$ cat src/rtl/quaternion_attitude_pd_rate_limit_unit_defines.svh
// Assertion macros for the quaternion attitude PD rate-limit unit.
`ifndef QUATERNION_ATTITUDE_PD_RATE_LIMIT_UNIT_DEFINES_SVH
`define QUATERNION_ATTITUDE_PD_RATE_LIMIT_UNIT_DEFINES_SVH

// Check that cons holds in the same cycle as ante.
`define QAPD_ASSERT_NOW(label, ante, cons, msg) \
    label: assert property (@(posedge i_clk) disable iff (!i_rst_n) \
        (ante) |-> (cons)) else $error(msg);

// Check that cons holds in the cycle after ante.
`define QAPD_ASSERT_NEXT(label, ante, cons, msg) \
    label: assert property (@(posedge i_clk) disable iff (!i_rst_n) \
        (ante) |=> (cons)) else $error(msg);

`endif

$ cat src/rtl/qapd_pkg.sv
// Shared types, constants and the error-quaternion term table.
package qapd_pkg;

    localparam int AXES      = 3;
    localparam int GAIN_W    = 16;
    localparam int RATE_W    = 16;
    localparam int LIM_W     = 48;
    localparam int CFG_IDX_W = 3;
    localparam int STEP_W    = 5;

    // Sequencer steps: 0..15 quaternion products, 16..21 gain products,
    // 22..23 drain the multiply and accumulate stages.
    localparam logic [STEP_W-1:0] STEP_LAST_ISSUE = 5'd21;
    localparam logic [STEP_W-1:0] STEP_LAST       = 5'd23;

    localparam logic [CFG_IDX_W-1:0] REG_KP_ROLL     = 3'd0;
    localparam logic [CFG_IDX_W-1:0] REG_KP_PITCH    = 3'd1;
    localparam logic [CFG_IDX_W-1:0] REG_KP_YAW      = 3'd2;
    localparam logic [CFG_IDX_W-1:0] REG_KD_ROLL     = 3'd3;
    localparam logic [CFG_IDX_W-1:0] REG_KD_PITCH    = 3'd4;
    localparam logic [CFG_IDX_W-1:0] REG_KD_YAW      = 3'd5;
    localparam logic [CFG_IDX_W-1:0] REG_RATE_LIMITS = 3'd6;

    // Quaternion component indexes
    localparam logic [1:0] QC_W = 2'd0;
    localparam logic [1:0] QC_X = 2'd1;
    localparam logic [1:0] QC_Y = 2'd2;
    localparam logic [1:0] QC_Z = 2'd3;

    typedef logic [AXES-1:0][GAIN_W-1:0] t_axis_word;

    typedef struct packed {
        logic              load_in;
        logic              issue;
        logic [STEP_W-1:0] step;
        logic              out_load;
    } t_dp_cmd;

    typedef struct packed {
        logic [1:0] est_idx;
        logic [1:0] des_idx;
        logic       neg;
    } t_qterm;

    // Terms of conj(est) * des: four components, four products each.
    function automatic t_qterm qterm(input logic [3:0] idx);
        t_qterm t;
        case (idx)
            4'd0:    t = '{QC_W, QC_W, 1'b0};
            4'd1:    t = '{QC_X, QC_X, 1'b0};
            4'd2:    t = '{QC_Y, QC_Y, 1'b0};
            4'd3:    t = '{QC_Z, QC_Z, 1'b0};
            4'd4:    t = '{QC_W, QC_X, 1'b0};
            4'd5:    t = '{QC_X, QC_W, 1'b1};
            4'd6:    t = '{QC_Y, QC_Z, 1'b1};
            4'd7:    t = '{QC_Z, QC_Y, 1'b0};
            4'd8:    t = '{QC_W, QC_Y, 1'b0};
            4'd9:    t = '{QC_X, QC_Z, 1'b0};
            4'd10:   t = '{QC_Y, QC_W, 1'b1};
            4'd11:   t = '{QC_Z, QC_X, 1'b1};
            4'd12:   t = '{QC_W, QC_Z, 1'b0};
            4'd13:   t = '{QC_X, QC_Y, 1'b1};
            4'd14:   t = '{QC_Y, QC_X, 1'b0};
            default: t = '{QC_Z, QC_W, 1'b1};
        endcase
        return t;
    endfunction

endpackage

$ cat src/rtl/qapd_ctrl.sv
// Controller: handshake, step sequencer and output-valid tracking.
module qapd_ctrl
    import qapd_pkg::*;
(
    input  logic    i_clk,
    input  logic    i_rst_n,
    input  logic    i_in_valid,
    input  logic    i_out_stall,
    output logic    o_in_stall,
    output logic    o_out_valid,
    output t_dp_cmd o_cmd
);

    typedef enum logic [2:0] {
        ST_IDLE = 3'b001,
        ST_RUN  = 3'b010,
        ST_DONE = 3'b100
    } t_state;

    t_state            r_state, n_state;
    logic [STEP_W-1:0] r_step, n_step;
    logic              r_out_valid, n_out_valid;

    always_comb begin
        n_state     = r_state;
        n_step      = r_step;
        n_out_valid = r_out_valid && i_out_stall;
        o_cmd       = '0;
        o_cmd.step  = r_step;
        unique case (r_state)
            ST_IDLE: begin
                if (i_in_valid) begin
                    o_cmd.load_in = 1'b1;
                    n_step        = '0;
                    n_state       = ST_RUN;
                end
            end
            ST_RUN: begin
                o_cmd.issue = (r_step <= STEP_LAST_ISSUE);
                if (r_step == STEP_LAST) begin
                    n_state = ST_DONE;
                end else begin
                    n_step = r_step + 5'd1;
                end
            end
            ST_DONE: begin
                // hold until the output register is free
                if (!r_out_valid || !i_out_stall) begin
                    o_cmd.out_load = 1'b1;
                    n_out_valid    = 1'b1;
                    n_state        = ST_IDLE;
                end
            end
            default: n_state = ST_IDLE;
        endcase
    end

    always_ff @(posedge i_clk) begin
        if (!i_rst_n) begin
            r_state     <= ST_IDLE;
            r_step      <= '0;
            r_out_valid <= 1'b0;
        end else begin
            r_state     <= n_state;
            r_step      <= n_step;
            r_out_valid <= n_out_valid;
        end
    end

    assign o_in_stall  = (r_state != ST_IDLE);
    assign o_out_valid = r_out_valid;

endmodule

$ cat src/rtl/qapd_datapath.sv
// Datapath: shared multiplier, accumulator, rounding, saturation and clipping.
module qapd_datapath
    import qapd_pkg::*;
#(
    parameter int QUAT_WIDTH = 16
) (
    input  logic                         i_clk,
    input  logic                         i_rst_n,
    input  t_dp_cmd                      i_cmd,
    input  t_axis_word                   i_kp,
    input  t_axis_word                   i_kd,
    input  t_axis_word                   i_lim,
    input  logic signed [QUAT_WIDTH-1:0] i_des_w,
    input  logic signed [QUAT_WIDTH-1:0] i_des_x,
    input  logic signed [QUAT_WIDTH-1:0] i_des_y,
    input  logic signed [QUAT_WIDTH-1:0] i_des_z,
    input  logic signed [QUAT_WIDTH-1:0] i_est_w,
    input  logic signed [QUAT_WIDTH-1:0] i_est_x,
    input  logic signed [QUAT_WIDTH-1:0] i_est_y,
    input  logic signed [QUAT_WIDTH-1:0] i_est_z,
    output logic signed [RATE_W-1:0]     o_rate_x,
    output logic signed [RATE_W-1:0]     o_rate_y,
    output logic signed [RATE_W-1:0]     o_rate_z,
    output logic [AXES-1:0]              o_clip_mask
);

    localparam int QW    = QUAT_WIDTH;
    localparam int FRAC  = QW - 2;
    localparam int MW    = (QW + 1 > GAIN_W + 1) ? QW + 1 : GAIN_W + 1;
    localparam int PW    = 2 * MW;
    localparam int ACC_W = PW + 2;

    localparam logic signed [QW-1:0]    Q_MAX = {1'b0, {(QW-1){1'b1}}};
    localparam logic signed [QW-1:0]    Q_MIN = {1'b1, {(QW-1){1'b0}}};
    localparam logic signed [ACC_W-1:0] RND_Q = ACC_W'(1) << (FRAC - 1);
    localparam logic signed [ACC_W-1:0] RND_R = ACC_W'(1) << (FRAC - 3);
    localparam logic [RATE_W-2:0]       RATE_CAP = '1;

    logic signed [QW-1:0]     r_est [4];
    logic signed [QW-1:0]     r_des [4];
    logic signed [QW-1:0]     r_q [4];
    logic signed [QW-1:0]     r_prev [AXES];
    logic signed [PW-1:0]     r_prod;
    logic signed [ACC_W-1:0]  r_acc;
    logic                     r_v1, r_v2;
    logic [STEP_W-1:0]        r_step1, r_step2;
    logic signed [RATE_W-1:0] r_rate [AXES];
    logic [AXES-1:0]          r_clip;
    logic signed [RATE_W-1:0] r_out_rate [AXES];
    logic [AXES-1:0]          r_out_clip;

    // Issue stage: pick multiplier operands for the current step
    t_qterm               iss_term;
    logic                 iss_is_q, iss_kd;
    logic [1:0]           iss_axis, iss_qi;
    logic [GAIN_W-1:0]    iss_gain;
    logic signed [QW:0]   iss_diff;
    logic signed [MW-1:0] op_a, op_b;

    always_comb begin
        iss_term = qterm(i_cmd.step[3:0]);
        iss_is_q = !i_cmd.step[4];
        iss_axis = i_cmd.step[2:1];
        iss_kd   = i_cmd.step[0];
        iss_qi   = iss_axis + 2'd1;
        iss_gain = iss_kd ? i_kd[iss_axis] : i_kp[iss_axis];
        iss_diff = (QW+1)'(r_q[iss_qi]) - (QW+1)'(r_prev[iss_axis]);
        if (iss_is_q) begin
            op_a = MW'(r_est[iss_term.est_idx]);
            op_b = MW'(r_des[iss_term.des_idx]);
        end else begin
            op_a = MW'($signed({1'b0, iss_gain}));
            op_b = iss_kd ? MW'(iss_diff) : MW'(r_q[iss_qi]);
        end
    end

    // Accumulate stage; the rounding offset seeds each sum
    t_qterm                  acc_term;
    logic                    acc_is_q, acc_first, acc_sub;
    logic signed [ACC_W-1:0] acc_base, acc_prod, acc_sum;

    always_comb begin
        acc_term  = qterm(r_step1[3:0]);
        acc_is_q  = !r_step1[4];
        acc_first = acc_is_q ? (r_step1[1:0] == 2'd0) : !r_step1[0];
        // negative error scalar flips the whole rate
        acc_sub   = acc_is_q ? acc_term.neg : r_q[QC_W][QW-1];
        acc_base  = acc_first ? (acc_is_q ? RND_Q : RND_R) : r_acc;
        acc_prod  = ACC_W'(r_prod);
        acc_sum   = acc_sub ? (acc_base - acc_prod) : (acc_base + acc_prod);
    end

    // Finalize stage: scale, saturate or clip the finished sum
    logic                     fin_is_q, fin_last;
    logic [1:0]               fin_comp, fin_axis;
    logic signed [ACC_W-1:0]  fin_qsh, fin_rsh, fin_l, fin_l_neg;
    logic [ACC_W-QW:0]        fin_hi;
    logic [GAIN_W-1:0]        fin_lim;
    logic signed [QW-1:0]     fin_q;
    logic signed [RATE_W-1:0] fin_rate;
    logic                     fin_clip;

    always_comb begin
        fin_is_q  = !r_step2[4];
        fin_last  = fin_is_q ? (r_step2[1:0] == 2'd3) : r_step2[0];
        fin_comp  = r_step2[3:2];
        fin_axis  = r_step2[2:1];
        fin_qsh   = r_acc >>> FRAC;
        fin_hi    = fin_qsh[ACC_W-1:QW-1];
        if ((&fin_hi) || (~|fin_hi)) begin
            fin_q = fin_qsh[QW-1:0];
        end else begin
            fin_q = fin_qsh[ACC_W-1] ? Q_MIN : Q_MAX;
        end
        fin_rsh   = r_acc >>> (FRAC - 2);
        fin_lim   = i_lim[fin_axis];
        fin_l     = ACC_W'($signed({1'b0, (fin_lim[GAIN_W-1] ? RATE_CAP
                                                             : fin_lim[GAIN_W-2:0])}));
        fin_l_neg = -fin_l;
        if (fin_rsh > fin_l) begin
            fin_rate = fin_l[RATE_W-1:0];
            fin_clip = 1'b1;
        end else if (fin_rsh < fin_l_neg) begin
            fin_rate = fin_l_neg[RATE_W-1:0];
            fin_clip = 1'b1;
        end else begin
            fin_rate = fin_rsh[RATE_W-1:0];
            fin_clip = 1'b0;
        end
    end

    always_ff @(posedge i_clk) begin
        if (!i_rst_n) begin
            r_v1 <= 1'b0;
            r_v2 <= 1'b0;
            for (int i = 0; i < AXES; i++) begin
                r_prev[i] <= '0;
            end
        end else begin
            r_v1 <= i_cmd.issue;
            r_v2 <= r_v1;
            if (i_cmd.out_load) begin
                r_prev[0] <= r_q[QC_X];
                r_prev[1] <= r_q[QC_Y];
                r_prev[2] <= r_q[QC_Z];
            end
        end
    end

    always_ff @(posedge i_clk) begin
        r_step1 <= i_cmd.step;
        r_step2 <= r_step1;
        if (i_cmd.load_in) begin
            r_des[QC_W] <= i_des_w;
            r_des[QC_X] <= i_des_x;
            r_des[QC_Y] <= i_des_y;
            r_des[QC_Z] <= i_des_z;
            r_est[QC_W] <= i_est_w;
            r_est[QC_X] <= i_est_x;
            r_est[QC_Y] <= i_est_y;
            r_est[QC_Z] <= i_est_z;
        end
        if (i_cmd.issue) begin
            r_prod <= op_a * op_b;
        end
        if (r_v1) begin
            r_acc <= acc_sum;
        end
        if (r_v2 && fin_last) begin
            if (fin_is_q) begin
                r_q[fin_comp] <= fin_q;
            end else begin
                r_rate[fin_axis] <= fin_rate;
                r_clip[fin_axis] <= fin_clip;
            end
        end
        if (i_cmd.out_load) begin
            r_out_rate <= r_rate;
            r_out_clip <= r_clip;
        end
    end

    assign o_rate_x    = r_out_rate[0];
    assign o_rate_y    = r_out_rate[1];
    assign o_rate_z    = r_out_rate[2];
    assign o_clip_mask = r_out_clip;

endmodule

$ cat src/rtl/quaternion_attitude_pd_rate_limit_unit.sv
// Top level: configuration registers, controller and datapath of the attitude PD unit.
// The result is shown valid once the sequencer has run all its steps and the output register has taken it.
// The single shared multiplier runs 22 products per beat, so a new beat waits until the last one is done.
// Input stall stays high from acceptance until the result is loaded into the output register.
// Reset: gains to zero, rate limits to all ones, previous error to zero, no beat pending.
`include "quaternion_attitude_pd_rate_limit_unit_defines.svh"

module quaternion_attitude_pd_rate_limit_unit
    import qapd_pkg::*;
#(
    parameter int QUAT_WIDTH = 16
) (
    input  logic                         i_clk,
    input  logic                         i_rst_n,
    input  logic                         i_cfg_we,
    input  logic [CFG_IDX_W-1:0]         i_cfg_idx,
    input  logic [LIM_W-1:0]             i_cfg_wdata,
    input  logic                         i_in_valid,
    output logic                         o_in_stall,
    input  logic signed [QUAT_WIDTH-1:0] i_des_w,
    input  logic signed [QUAT_WIDTH-1:0] i_des_x,
    input  logic signed [QUAT_WIDTH-1:0] i_des_y,
    input  logic signed [QUAT_WIDTH-1:0] i_des_z,
    input  logic signed [QUAT_WIDTH-1:0] i_est_w,
    input  logic signed [QUAT_WIDTH-1:0] i_est_x,
    input  logic signed [QUAT_WIDTH-1:0] i_est_y,
    input  logic signed [QUAT_WIDTH-1:0] i_est_z,
    output logic                         o_out_valid,
    input  logic                         i_out_stall,
    output logic signed [RATE_W-1:0]     o_rate_x,
    output logic signed [RATE_W-1:0]     o_rate_y,
    output logic signed [RATE_W-1:0]     o_rate_z,
    output logic [AXES-1:0]              o_clip_mask
);

    t_axis_word r_kp, r_kd, r_lim;
    t_dp_cmd    cmd;

    always_ff @(posedge i_clk) begin
        if (!i_rst_n) begin
            r_kp  <= '0;
            r_kd  <= '0;
            r_lim <= '1;
        end else if (i_cfg_we) begin
            unique case (i_cfg_idx)
                REG_KP_ROLL:     r_kp[0] <= i_cfg_wdata[GAIN_W-1:0];
                REG_KP_PITCH:    r_kp[1] <= i_cfg_wdata[GAIN_W-1:0];
                REG_KP_YAW:      r_kp[2] <= i_cfg_wdata[GAIN_W-1:0];
                REG_KD_ROLL:     r_kd[0] <= i_cfg_wdata[GAIN_W-1:0];
                REG_KD_PITCH:    r_kd[1] <= i_cfg_wdata[GAIN_W-1:0];
                REG_KD_YAW:      r_kd[2] <= i_cfg_wdata[GAIN_W-1:0];
                REG_RATE_LIMITS: r_lim   <= i_cfg_wdata;
                default: ;
            endcase
        end
    end

    qapd_ctrl u_ctrl (
        .i_clk       (i_clk),
        .i_rst_n     (i_rst_n),
        .i_in_valid  (i_in_valid),
        .i_out_stall (i_out_stall),
        .o_in_stall  (o_in_stall),
        .o_out_valid (o_out_valid),
        .o_cmd       (cmd)
    );

    qapd_datapath #(
        .QUAT_WIDTH (QUAT_WIDTH)
    ) u_datapath (
        .i_clk       (i_clk),
        .i_rst_n     (i_rst_n),
        .i_cmd       (cmd),
        .i_kp        (r_kp),
        .i_kd        (r_kd),
        .i_lim       (r_lim),
        .i_des_w     (i_des_w),
        .i_des_x     (i_des_x),
        .i_des_y     (i_des_y),
        .i_des_z     (i_des_z),
        .i_est_w     (i_est_w),
        .i_est_x     (i_est_x),
        .i_est_y     (i_est_y),
        .i_est_z     (i_est_z),
        .o_rate_x    (o_rate_x),
        .o_rate_y    (o_rate_y),
        .o_rate_z    (o_rate_z),
        .o_clip_mask (o_clip_mask)
    );

    `QAPD_ASSERT_NEXT(a_busy_after_accept, i_in_valid && !o_in_stall, o_in_stall, "not busy")
    `QAPD_ASSERT_NOW(a_issue_while_busy, cmd.issue, o_in_stall && !cmd.load_in, "issue when idle")
    `QAPD_ASSERT_NEXT(a_load_shows_result, cmd.out_load, o_out_valid, "loaded result not shown")
    `QAPD_ASSERT_NOW(a_valid_from_load, $rose(o_out_valid), $past(cmd.out_load), "stray valid")

endmodule

$ cat config.mk
export PLATFORM = sky130hd
export DESIGN_NAME = quaternion_attitude_pd_rate_limit_unit
export DESIGN_NICKNAME = d
export VERILOG_FILES = /design/src/rtl/qapd_pkg.sv /design/src/rtl/qapd_ctrl.sv /design/src/rtl/qapd_datapath.sv /design/src/rtl/quaternion_attitude_pd_rate_limit_unit.sv
export VERILOG_INCLUDE_DIRS = /design/src /design/src/rtl
export SDC_FILE = /design/constraint.sdc
export NUM_CORES = 2
export LEC_CHECK = 0
export BUFFER_PORTS_ARGS = -buffer_cell sky130_fd_sc_hd__buf_2
export CAP_MARGIN = 20
export CORE_MARGIN = 3
export CORE_UTILIZATION = 64
export CTS_BUF_LIST = sky130_fd_sc_hd__clkbuf_2
export DETAILED_ROUTE_END_ITERATION = 12
export GPL_TIMING_DRIVEN = 0
export PLACE_DENSITY = 0.85
export SLEW_MARGIN = 20
export SYNTH_ARGS = -nofsm -noshare
export SYNTH_HDL_FRONTEND = slang
export SYNTH_HIERARCHICAL = 1
export SYNTH_SLANG_ARGS = --single-unit
$ cat constraint.sdc
create_clock -name i_clk -period 11.7 [get_ports i_clk]
set_input_delay 1.755 -clock i_clk [delete_from_list [all_inputs] [get_ports i_clk]]
set_output_delay 1.755 -clock i_clk [all_outputs]
set_load 0.01 [all_outputs]
Yosys cells after proc, flatten, opt, wreduce, memory -nomap -nowiden:

Memory sizes are Yosys's and may differ from the RTL's. A register that Yosys moved wholly into a read port is not among the register bits.
Index checks and enable logic that the tools add are counted.
W data, S select, Z words.

* bits in registers: 337
* bits in writable memories: 240
* memory bits (read-only): 160
* input port bits: 184
* output and inout bits: 53
* word-level logic and storage cells: 151
* memories kept: 6

Memories
* (no name shown): words 16, width 5, rd ports 1, clocked after Yosys merged registers in 1, wr ports 0, RTL line qapd_pkg.sv:48 `case (idx)`
* (no name shown): words 16, width 5, rd ports 1, clocked after Yosys merged registers in 1, wr ports 0, RTL line qapd_pkg.sv:48
* u_datapath.r_des: words 4, width 16, rd ports 1, clocked after Yosys merged registers in 0, wr ports 4, RTL line qapd_datapath.sv:40 `logic signed [QW-1:0] r_des [4];`
* u_datapath.r_est: words 4, width 16, rd ports 1, clocked after Yosys merged registers in 0, wr ports 4, RTL line qapd_datapath.sv:39 `logic signed [QW-1:0] r_est [4];`
* u_datapath.r_q: words 4, width 16, rd ports 5, clocked after Yosys merged registers in 0, wr ports 1, RTL line qapd_datapath.sv:41 `logic signed [QW-1:0] r_q [4];`
* u_datapath.r_prev: words 3, width 16, rd ports 1, clocked after Yosys merged registers in 1, wr ports 3, RTL line qapd_datapath.sv:42 `logic signed [QW-1:0] r_prev [AXES];`

* add/subtract/negate cells: 6
* $mul: 1
* order comparisons: 8
* equal/unequal tests: 16
* multiplexer cells: 59
* bitwise operators: 4
* reduce and logical (&&, ||, !) cells: 25

Operators by type and width (count)
* $mux W16: 12
* $bmux W16 S2: 3
* $mux W36: 2
* $mux W17: 3
* $bwmux W48: 1
* $add A36 B34 Y36: 1
* $lt A24 B36 Y1: 1
* $neg A15 Y36: 1
* $sub A36 B34 Y36: 1
* $mul A17 B17 Y34: 1
* $demux W16 S2: 1
* $gt A24 B16 Y1: 1
* $mux W1: 22
* $sub A16 B16 Y17: 1
* $reduce_and A2 Y1: 8
* $mux W15: 1
* $mux W14: 1
* $eq A3 B3 Y1 const B: 4
* $mux W5: 2
* $pmux W5 S2: 1
* $eq A3 B2 Y1 const B: 3
* $mux W3: 3
* $pmux W3 S3: 1
* $mux W4: 2
* other kinds (27): 42

Longest topological paths before layout:

* depth in word-level cells: 8
* gate-level depth with buffers: 41
* gate-level depth less buffers: 36

Hierarchy:

Netlist, hierarchy kept.

By module, submodules not included
* qapd_datapath: times used 1, cells an instance 2935, area each 32653.8 sq um
* quaternion_attitude_pd_rate_limit_unit: times used 1, cells an instance 544, area each 5625.4 sq um
* qapd_ctrl: times used 1, cells an instance 59, area each 511.7 sq um

Worst setup path after synthesis:

No wires, ideal clock.

* path kind: flip-flop to flip-flop
* from: reg u_ctrl.r_step[1]
* to: reg u_datapath.r_prod[33], data pin
* setup time: 260 ps
* arrival: 10129 ps
* required time: 11440 ps
* path slack: 1311 ps
* stages on the path, launching flop included: 40
* buffers on the path: 7
* cell sequence: dfxtp_1 buf_2 clkbuf_1 clkbuf_1 buf_2 buf_2 mux2i_1 o21ai_0 ha_1 inv_1 fa_1 a21o_1 a21oi_1 o21bai_1 a2111oi_2 o311ai_1 o2111a_1 a211oi_1 [4 not listed] fa_1 fa_1 fa_1 fa_1 fa_1 inv_1 fa_1 inv_1 ha_1 a2111oi_0 o21ai_0 a31o_2 a21o_1 a31oi_1 a31oi_1 a21o_1 a21oi_1 xnor2_1

* word-level cells in the longest chain between the ends: 6
* elaborated cells on any way between the ends: 12
* those cells by class: add/sub: 2; mul: 1; mux: 8; memory: 1

Ends and longest elaborated chain
* start, declared: RTL line qapd_ctrl.sv:21 `logic [STEP_W-1:0] r_step, n_step;`
* start signal, assigned: RTL line qapd_ctrl.sv:65 `r_step <= n_step;`
* $add A2 B1 Y2: RTL line qapd_datapath.sv:65 `iss_qi = iss_axis + 2'd1;`
* $mem_v2 Z4 W16
* $sub A16 B16 Y17: RTL line qapd_datapath.sv:67 `iss_diff = (QW+1)'(r_q[iss_qi]) - (QW+1)'(r_prev[iss_axis]);`
* $mux W17: RTL line qapd_datapath.sv:73 `op_b = iss_kd ? MW'(iss_diff) : MW'(r_q[iss_qi]);`
* $mux W17: RTL line qapd_datapath.sv:68 `if (iss_is_q) begin`
* $mul A17 B17 Y34 (*): RTL line qapd_datapath.sv:164 `r_prod <= op_a * op_b;`
* end signal, assigned: RTL line qapd_datapath.sv:164
* end, declared: RTL line qapd_datapath.sv:43 `logic signed [PW-1:0] r_prod;`

Mark *: on every way between the ends. The rest lies on a longest branch, timed or not. The select of a mux whose other input is x is not followed.
A chain may end at the register's enable or synchronous reset.

Worst setup path in the final report:

* from: reg u_ctrl.r_step[2]
* to: reg u_datapath.r_prod[33], data pin

The elaborated chain is that of the path after synthesis.

==> flow_summary.yaml <==
outcome:
  status: "finished clean"
floorplanning:
  die_y_um: 252
  dieArea_um2: 63600
  start_util_pct: 65.2
  rows: 89
  core_area_um2: 59500
  die_x_um: 252
  ios: 237
critical_path:
  critical-path-top-delay-family: "adder cells"
  cp-end-kind: "register"
  crit_arrival_ns: 12.26
  start_kind: "register"
  critical_path.max_stage_delay_ns: 0.95
  crit_top_cell: "fa_1"
  crit_required_ns: 12.71
  path_class: "reg2reg"
  crit_path_max_fanout: 19
  path_buf_inv: 8
  crit_path_top_delay_cell: "a31oi_1"
synthesis:
  synthMostInstantiatedCell: "edfxtp_1"
  avgSynthCellArea_um2: 11.0
  synth_flop_cell: "edfxtp_1"
  synth_edf_count: 412
  netlist.area_leader.share_pct: 31.9
  seq_area_frac_synth_pct: 40.5
  synth_area_um2: 38800
  ys_types: 91
  async_flop_share_pct: 0
  synth.area.top_cells: "edfxtp_1, fa_1, dfxtp_1"
  synth_cells: 3538
  synth_common_cells: "edfxtp_1, inv_1, nand2_1, fa_1, mux2i_1"
  ys_seq_elements: 578
  synth_fp_nets: 4209
  yosys.area.top_type: "edfxtp_1"
  ys_warn_count: 6
sta:
  period_needed_ns: 11.26
  skew_ns: 0.133
  setup_ws_ns: 0.445
  worst_slew_pin_slew_ns: 1.22
  hold_viol_final: 0
  setup_violations: 0
  drv_slew: 0
  fmax_mhz: 88.8
  period_share_pct: 96.2
  relSlewSlack_pct: 18.2
grt:
  overflow: 0
  grt_max_degree: 77
  grt_pass1_wl_um: 160000
  antenna_found_initial: 2
  first_global_vias: 29200
  grt_usage_pct: 32.9
place:
  placed_area_um2: 41200
  routabilityCongestion: 1.04
  place_ws_ns: -1.10
  port_buffers: 236
  dp_hpwl_um: 79900
  dp.cells: 4564
cts:
  htreeDepth: 4
  insertion_delay_ns: 1.38
  cts_hold_buffers: 0
  cts_tree: "built"
  clockBufferDepth: 3
  clock-sinks: 578
  ctsResizeCount: 12
  cts_setup_buffers: 0
  cts-root-buf: "clkbuf_2"
  clk_pin_slew_ns: 0.10
  cts_made_buffers: 143
layout:
  final_cells: 4820
  nets: 4605
  syn_to_final_growth_pct: 9.98
  drive_above_1_share_pct: 15.9
  fill_cells: 4151
  final_util_pct: 71.7
  multiInputGateArea_um2: 21000
  register_area_um2: 15700
  final_area_um2: 42700
power_and_ir_drop:
  comb_power_share_pct: 70.7
  internal-power_mw: 7.84
  seq_power_share_pct: 20.0
  switching_power_mw: 6.81
  power.density_nw_per_um2: 343
  totalPowerFinal_mw: 14.6
  p_leak_nw: 18.7
  p_clk_share_pct: 9.3
  switching_share_pct: 46.5
  ir_drop_mv: 0.649
route:
  post_drt_wl_per_cell_um: 21.4
  vias: 28800
  vias_per_cell: 5.98
  first_iter_violations: 2609
  first_pass_iters: 6
  wl_um: 103000
  ant_nets: 0
  drc: 0
run:
  max_cap_violations: 0
worst_hold_path:
  hold_path.class: "reg2reg"
==> final timing paths <==
path                              start                     to  slack [ns]  depth (start not counted)
setup / recovery       u_ctrl/r_step[2]  u_datapath/r_prod[33]        0.44                         34
hold / removal    u_datapath/r_step1[3]  u_datapath/r_step2[3]        0.31                          0
setup reg to reg       u_ctrl/r_step[2]  u_datapath/r_prod[33]        0.44                         34
hold reg to reg   u_datapath/r_step1[3]  u_datapath/r_step2[3]        0.31                          0
==> routing by layer <==
metal  vias to the layer above  part of all wire (%)  track usage, %
li1                      13000                     -               -
met1                     13800                    38            41.5
met2                      1621                    46            51.9
met3                       340                    10            8.85
met4                         0                   5.7            18.4
met5                         -                     0               0
==> sequential cells by signal, summed over array words and instances (netlist names) <==
| name | flops |
|---|---|
| u_ctrl/r_step | 5 |
| u_datapath/r_acc | 36 |
| u_ctrl/r_state | 3 |
| u_datapath/r_v1 | 1 |
| u_datapath/r_rate | 48 |
| u_datapath/r_est | 64 |
| r_kp | 48 |
| u_datapath/o_rate_z | 16 |
| u_ctrl/o_out_valid | 1 |
| u_datapath/r_prev | 48 |
| u_datapath/r_step1 | 4 |
| u_datapath/r_des | 64 |
| u_datapath/o_rate_y | 16 |
| r_kd | 48 |
| u_datapath/o_rate_x | 16 |
| u_datapath/r_q | 64 |
| r_lim | 48 |
| u_datapath/acc_term | 2 |
| u_datapath/r_step2 | 5 |
| u_datapath/r_v2 | 1 |
| u_datapath/r_prod | 34 |
| u_datapath/r_clip | 3 |
| u_datapath/o_clip_mask | 3 |
==> cell families after synthesis <==
logic type | Yosys count | synth area share, %
and+or+nand+nor | 1056 | 13.2
DFF | 578 | 40.5
buffers and inverters | 555 | 5.63
adders and majority gates | 487 | 21.5
AOI/OAI and AO/OA | 458 | 7.63
muxes | 282 | 8.83
xor gates and xnor gates | 122 | 2.77
==> metrics by stage <==
step                hold WS (ns)  setup TNS [ns]
floorplan                  0.310               0
global placement           0.311          -10.65
detailed placement         0.313          -11.79
CTS                        0.309               0
global route               0.333         -0.0154
finish                     0.308               0
==> cell type report <==
class	instances	share of cell area, %
Antenna cell	4	0.0235
Tap cell	773	2.27
Multi-Input combinational cell	2405	49.3
Timing Repair Buffer	253	3.30
Clock inverter	44	0.663
Sequential cell	578	36.8
Buffer	151	1.64
Inverter	402	3.55
Clock buffer	210	2.46
==> cell usage in the layout (no fill, tap or decap), types with 15 or more instances in the layout <==
| cell type | netlist | final |
|---|---|---|
| a21oi_1 | 145 | 143 |
| a211oi_1 | 18 | 18 |
| nor2b_1 | 145 | 145 |
| nor3_1 | 68 | 67 |
| nand4_1 | 16 | 16 |
| nor2_1 | 215 | 212 |
| nand2_1 | 377 | 377 |
| a21o_1 | 51 | 51 |
| dfxtp_1 | 166 | 163 |
| mux4_2 | 47 | 47 |
| buf_2 | 34 | 273 |
| clkinv_1 | 1 | 26 |
| edfxtp_1 | 412 | 412 |
| nand2b_1 | 27 | 26 |
| mux2i_1 | 223 | 221 |
| clkbuf_2 | 0 | 213 |
| clkbuf_1 | 96 | 90 |
| ha_1 | 188 | 188 |
| and2_1 | 28 | 28 |
| o21a_1 | 16 | 16 |
| nand3_1 | 50 | 50 |
| o21ai_0 | 80 | 78 |
| fa_1 | 299 | 299 |
| xnor2_1 | 87 | 86 |
| and3_1 | 58 | 58 |
| a22oi_1 | 15 | 15 |
| xor2_1 | 34 | 34 |
| inv_1 | 401 | 400 |
| o211ai_1 | 15 | 15 |
==> power by group through the flow <==
stage	Sequential (mW)	Clock [mW]	Combinational, mW
2_1_floorplan	2.95	0	7.75
3_3_place_gp	2.97	0	9.79
3_5_place_dp	2.97	0	10.1
4_1_cts	2.93	1.40	10.2
5_1_grt	2.94	1.50	11.6
6_report	2.93	1.37	10.4
==> worst reg2reg max path, delay by kind of cell (launching register included) <==
family                   cells  cell delay [ns]
AO/OA/AOI/OAI               14             3.61
XOR/XNOR                     1             0.10
adder cells (fa/ha/maj)      8             4.19
buffers and inverters        8             2.19
flip-flops                   1             0.45
AND/OR/NAND/NOR              3             0.39
Power figures use the tool's default switching activity.
